===== src/hw/rtl/dssf_pkg.sv =====
// Shared constants, register indexes and helpers for the decimating scope sample framer.
// No dependencies; imported by dssf_scale and decimating_scope_sample_framer_core.
package dssf_pkg;

    localparam int FIFO_DEPTH    = 64;
    localparam int CHANNEL_COUNT = 8;
    localparam int SAMPLE_WIDTH  = 16;

    localparam int OUT_CHANNELS = 8;
    localparam int IN_SAMPLE_W  = 16;
    localparam int COEF_W       = 16;
    localparam int CFG_DATA_W   = 64;
    localparam int CFG_INDEX_W  = 3;
    localparam int TICK_W       = 16;
    localparam int BYTE_W       = 8;
    localparam int FRAC_W       = 16;

    localparam int PTR_W  = (FIFO_DEPTH > 1) ? $clog2(FIFO_DEPTH) : 1;
    localparam int ROW_W  = CHANNEL_COUNT * SAMPLE_WIDTH;
    localparam int SUM_W  = ((SAMPLE_WIDTH > COEF_W) ? SAMPLE_WIDTH : COEF_W) + 1;
    localparam int PROD_W = SUM_W + COEF_W;
    localparam int VAL_W  = PROD_W + 1;

    localparam int OUT_BIAS = 128;
    localparam int BYTE_MIN = 1;
    localparam int BYTE_MAX = 254;

    localparam logic [TICK_W-1:0]     STEP_RESET = TICK_W'(50);
    localparam logic [CFG_DATA_W-1:0] GAIN_RESET = 64'h0A00_0A00_0A00_0A00;

    typedef enum logic [CFG_INDEX_W-1:0] {
        REG_DECIMATION_STEP = 3'd0,
        REG_OFFSETS_LOW     = 3'd1,
        REG_OFFSETS_HIGH    = 3'd2,
        REG_GAINS_LOW       = 3'd3,
        REG_GAINS_HIGH      = 3'd4
    } cfg_reg_t;

    localparam logic OP_TICK  = 1'b0;
    localparam logic OP_DRAIN = 1'b1;

    // Ring pointer increment, wraps at FIFO_DEPTH.
    function automatic logic [PTR_W-1:0] ptr_inc(input logic [PTR_W-1:0] p);
        return (p == PTR_W'(FIFO_DEPTH - 1)) ? '0 : p + 1'b1;
    endfunction

endpackage


===== src/hw/rtl/dssf_scale.sv =====
// One channel lane: registered (sample + offset) * gain, then bias and clamp to 1..254.
// Depends on dssf_pkg.
module dssf_scale
    import dssf_pkg::*;
(
    input  logic                           aclk,
    input  logic                           load,
    input  logic signed [SAMPLE_WIDTH-1:0] sample,
    input  logic signed [COEF_W-1:0]       offset,
    input  logic signed [COEF_W-1:0]       gain,
    output logic [BYTE_W-1:0]              byte_out
);

    localparam logic signed [VAL_W-1:0] BIAS_Q   = VAL_W'(OUT_BIAS) <<< FRAC_W;
    localparam logic signed [VAL_W-1:0] LOW_LIM  = VAL_W'(1) <<< FRAC_W;
    localparam logic signed [VAL_W-1:0] HIGH_LIM = VAL_W'(BYTE_MAX + 1) <<< FRAC_W;

    logic signed [SUM_W-1:0]  sum;
    logic signed [PROD_W-1:0] prod;
    logic signed [PROD_W-1:0] prod_reg;
    logic signed [VAL_W-1:0]  val;

    assign sum  = SUM_W'(sample) + SUM_W'(offset);
    assign prod = PROD_W'(sum) * PROD_W'(gain);

    always_ff @(posedge aclk) begin
        if (load) begin
            prod_reg <= prod;
        end
    end

    assign val = VAL_W'(prod_reg) + BIAS_Q;

    always_comb begin
        if (val < LOW_LIM) begin
            byte_out = BYTE_W'(BYTE_MIN);
        end else if (val >= HIGH_LIM) begin
            byte_out = BYTE_W'(BYTE_MAX);
        end else begin
            byte_out = val[FRAC_W +: BYTE_W];
        end
    end

endmodule


===== config.mk =====
export PLATFORM = sky130hd
export DESIGN_NAME = dssf_scale
export DESIGN_NICKNAME = d
export VERILOG_FILES = /design/src/hw/rtl/dssf_pkg.sv /design/src/hw/rtl/dssf_scale.sv
export SDC_FILE = /design/constraint.sdc
export NUM_CORES = 1
export LEC_CHECK = 0
export ABC_AREA = 1
export BUFFER_PORTS_ARGS = -buffer_cell sky130_fd_sc_hd__buf_4
export CORE_MARGIN = 2
export CORE_UTILIZATION = 45
export DETAILED_ROUTE_END_ITERATION = 8
export HOLD_SLACK_MARGIN = 0.08
export PLACE_DENSITY = 0.67
export SYNTH_ARGS = -nofsm -noshare
export SYNTH_HDL_FRONTEND = slang
export SYNTH_SLANG_ARGS = --single-unit

===== constraint.sdc =====
create_clock -name aclk -period 14.5 [get_ports aclk]
set_input_delay 0.725 -clock aclk [delete_from_list [all_inputs] [get_ports aclk]]
set_output_delay 0.725 -clock aclk [all_outputs]
set_load 0.005 [all_outputs]

# Word-level counts from Yosys, hierarchy flattened
# Index checks and enable logic that the tools add are counted.
# word_totals
regBits,33
latch_bits,0
ramBits,0
rom_bits,0
input_bits,50
out_inout_bits,8
elab_cells,8
mem_count,0
# op_classes
add_sub_neg,2
mul,1
n_div,0
order_cmp,2
n_eq_ne,0
shifts,0
muxes,2
bitwise,0
n_reduce_logical,0
# op_table
cell,n
$add A33 B25 Y34 const B,1
$ge A34 B25 Y1 const B,1
$lt A34 B18 Y1 const B,1
$mul A17 B16 Y33,1
$add A16 B16 Y17,1
$mux W8,2

# Logic depth before layout (Yosys ltp)
# depth
word_depth,4
ltp_mapped,35
ltp_nobuf,34

# Worst setup path before layout
# OpenSTA, ideal clock, no wires.
# synth_timing
kind,input to register
start,input offset[0]
end,"register prod_reg[31], data pin"
setup_ns,0.252
arrival_time_ns,6.941
required_ns,14.248
slack_ns,7.307
cell_stages,32
n_path_buf,1
cell_sequence,ha_1 > fa_1 > nand3_2 > nand3_2 > nand2_1 > nand2_4 > nand2_1 > nand2_1 > nand2_1 > nand2_2 > buf_12 > nor2_4 > inv_2 > fa_1 > fa_1 > inv_1 > fa_1 > inv_1 > fa_1 > inv_1 > fa_1 > inv_1 > fa_1 > inv_1 > ha_1 > a21oi_1 > o21a_1 > nand2_1 > a21oi_1 > nand2_1 > nand2_1 > nand2_1
# synth_via
elab_chain_len,2
# synth_lines
element,line,rtl
from (decl),dssf_scale.sv:9,"input logic signed [COEF_W-1:0] offset,"
$add A16 B16 Y17,dssf_scale.sv:23,assign sum = SUM_W'(sample) + SUM_W'(offset);
$mul A17 B16 Y33,dssf_scale.sv:24,assign prod = PROD_W'(sum) * PROD_W'(gain);
via prod[31],dssf_scale.sv:19,logic signed [PROD_W-1:0] prod;
to (signal assigned),dssf_scale.sv:28,prod_reg <= prod;
to (decl),dssf_scale.sv:20,logic signed [PROD_W-1:0] prod_reg;
# The timed path passes the listed nets, and every way through them passes these cells.
# A chain may end at the register's enable or synchronous reset.

# Worst setup path in the final report
# layout_timing
start,input offset[0]
end,"register prod_reg[30], data pin"
# The elaborated chain is that of the path after synthesis.

==> metrics.txt <==
Synth top area share 43.4%; Overall Global Routing Usage 24.0%; CP Max Fanout 11; Met1 Wirelength 13.9 mm; hold path endpoint prod_reg[16]$_DFFE_PP_; Slew Viols, Final 0; largest net degree at the start of global routing 18; cts-stage hold buffer count 0; post-route cell area 13600 sq um; Post-Synthesis Cells 1681; unique cell type count in the Yosys netlist 39; Die Ht 172 um; Crit-path slowest cell fa_1; hold path cells 1; CP Class in -> reg; Worst EP required 14500 ps; Vias 10500; Final nets 2146; area of the core 27900 sq um; post-layout util 48.9%; Avg Vias per Cell 5.04; data arrival time of the critical path 7850 ps; PostCTS Resize Cnt 0; setup ws final 6640 ps; FP Rows 61; number of diodes 0; worst min path class in -> reg; Area contributors post-synth fa_1 (43%), inv_1 (14%), nand2_1 (11%); Port Buffers 57; synthesized area 12800 sq um; Top cell by count, worst path nand2_1; detailed-route DRC error count 0; dpl ws 6410 ps; DIE WIDTH 172 um; Clock Path Buffers 2; die area 29700 sq um; post-CTS repair timing setup buffer count 0; DRT iter0 DRCs 727; initial antenna violation count 0; ANT nets after route 0; Initial Util 45.8%; ratio of cells with drive above 1 in the final layout 6.41%; Sink Count 17; RSZ-0062 raised after global routing false; Total Wirelength 32.6 mm; global route overflow 0; worst slew pin tran 1040 ps; Area Growth Syn to Fin 6.73%; TritonRoute pass-1 iters 6; first-pass GRT wire length 55.6 mm; Critical Path End Type flip-flop; CTS buffer count 3; flops & latches, synth 17; met2 WL 15.7 mm; Setup TNS 0 ps; fin crit share 54.2%; crit start category primary input; RD Place Congestion 0.939; worst relative slew slack 30.6%; I/O Pins 58; hold wc startpoint load; Buf/Inv on CP 7; H-Tree Level Count 1; Fmax 0.127 GHz; CTS tree yes; min Tclk post-route 7860 ps; vias in the first global route 11200; max incr delay on CP 650 ps; syn avg cell area 7.60 sq um; root buffer cell clkbuf_16; Crit path max-delay family adder cells; most common cell after layout, fill and taps aside inv_1; dominant cell type by area after synthesis fa_1; Worst-path clk slew 50 ps; status finished, final reports clean; Avg WL per Cell 15.6 um; number of flip-flops in the largest register 17; HPWL Detailed 28.7 mm; highest metal used met4; sequential cell area fraction in the yosys report 4.00%; final setup vio count 0; Syn Nets 2109; Final Hold Fails 0; DR WL met3 2.17 mm; most frequent cells in the layout inv_1 (468), nand2_1 (363), fa_1 (277); max_cap viols 0; Syn. warnings 0; DP Area 13600 sq um
## per-stage QoR
| step | instances | hold slack (ps) |
|---|---|---|
| after floorplan | 1681 | 837 |
| after global placement | 2091 | 1120 |
| after detailed placement | 2091 | 1130 |
| after CTS | 2095 | 865 |
| after global routing | 2095 | 868 |
| final | 2095 | 862 |
## logic make-up (layout without fill, tap and decap cells)
family | Yosys count | count (layout) | synth area share [%]
compound gates | 80 | 80 | 3.42
xor+xnor | 16 | 16 | 1.36
fa+ha+maj | 378 | 378 | 53.3
buf+inv | 503 | 539 | 15.0
flops | 17 | 17 | 4.00
simple gates | 687 | 687 | 22.9
## how the worst max path moves through the flow
| stage | cells after the start | endpoint | from | slack, ps |
|---|---|---|---|---|
| 3_5_place_dp | 32 | prod_reg[30]$_DFFE_PP_ | offset[0] | 6410 |
| 5_1_grt | 32 | prod_reg[30]$_DFFE_PP_ | offset[0] | 6170 |
| 6_report | 32 | prod_reg[30]$_DFFE_PP_ | offset[0] | 6640 |
| 3_3_place_gp | 32 | prod_reg[30]$_DFFE_PP_ | offset[0] | 6490 |
| 2_1_floorplan | 32 | prod_reg[31]$_DFFE_PP_ | offset[0] | 7310 |
| 4_1_cts | 32 | prod_reg[30]$_DFFE_PP_ | offset[0] | 6660 |
## routing by layer
| metal | GRT usage [%] | vias to the layer above |
|---|---|---|
| li1 | - | 4953 |
| met1 | 32.4 | 5188 |
| met2 | 41.3 | 348 |
| met3 | 3.00 | 60 |
| met4 | 5.55 | 0 |
| met5 | 0 | - |
## area by class of cell
| cell class | instances | area, sq um |
|---|---|---|
| sequential | 17 | 510 |
| fill | 2775 | 14200 |
| multi-input combinational | 1161 | 10300 |
| tap | 378 | 473 |
| inverter | 478 | 1800 |
| clock buffer | 4 | 78.8 |
| timing repair buffer | 57 | 428 |
## cells in the mapped netlist (all sizes together)
| cell type | n |
|---|---|
| o21a | 2 |
| inv | 476 |
| nor3 | 13 |
| edfxtp | 17 |
| nor2 | 179 |
| nand3b | 4 |
| o21ai | 17 |
| and2 | 3 |
| nor4 | 1 |
| nand3 | 85 |
| a21o | 1 |
| o21bai | 4 |
| clkinv | 2 |
| nand2 | 381 |
| xor2 | 10 |
| ha | 101 |
| fa | 277 |
| or2 | 7 |
| a21oi | 56 |
| buf | 3 |
| nand4 | 14 |
| xnor2 | 6 |
| clkbuf | 22 |
Power is not shown: default switching activity piles up to over one toggle a cycle in this logic, so the estimate is an artifact.
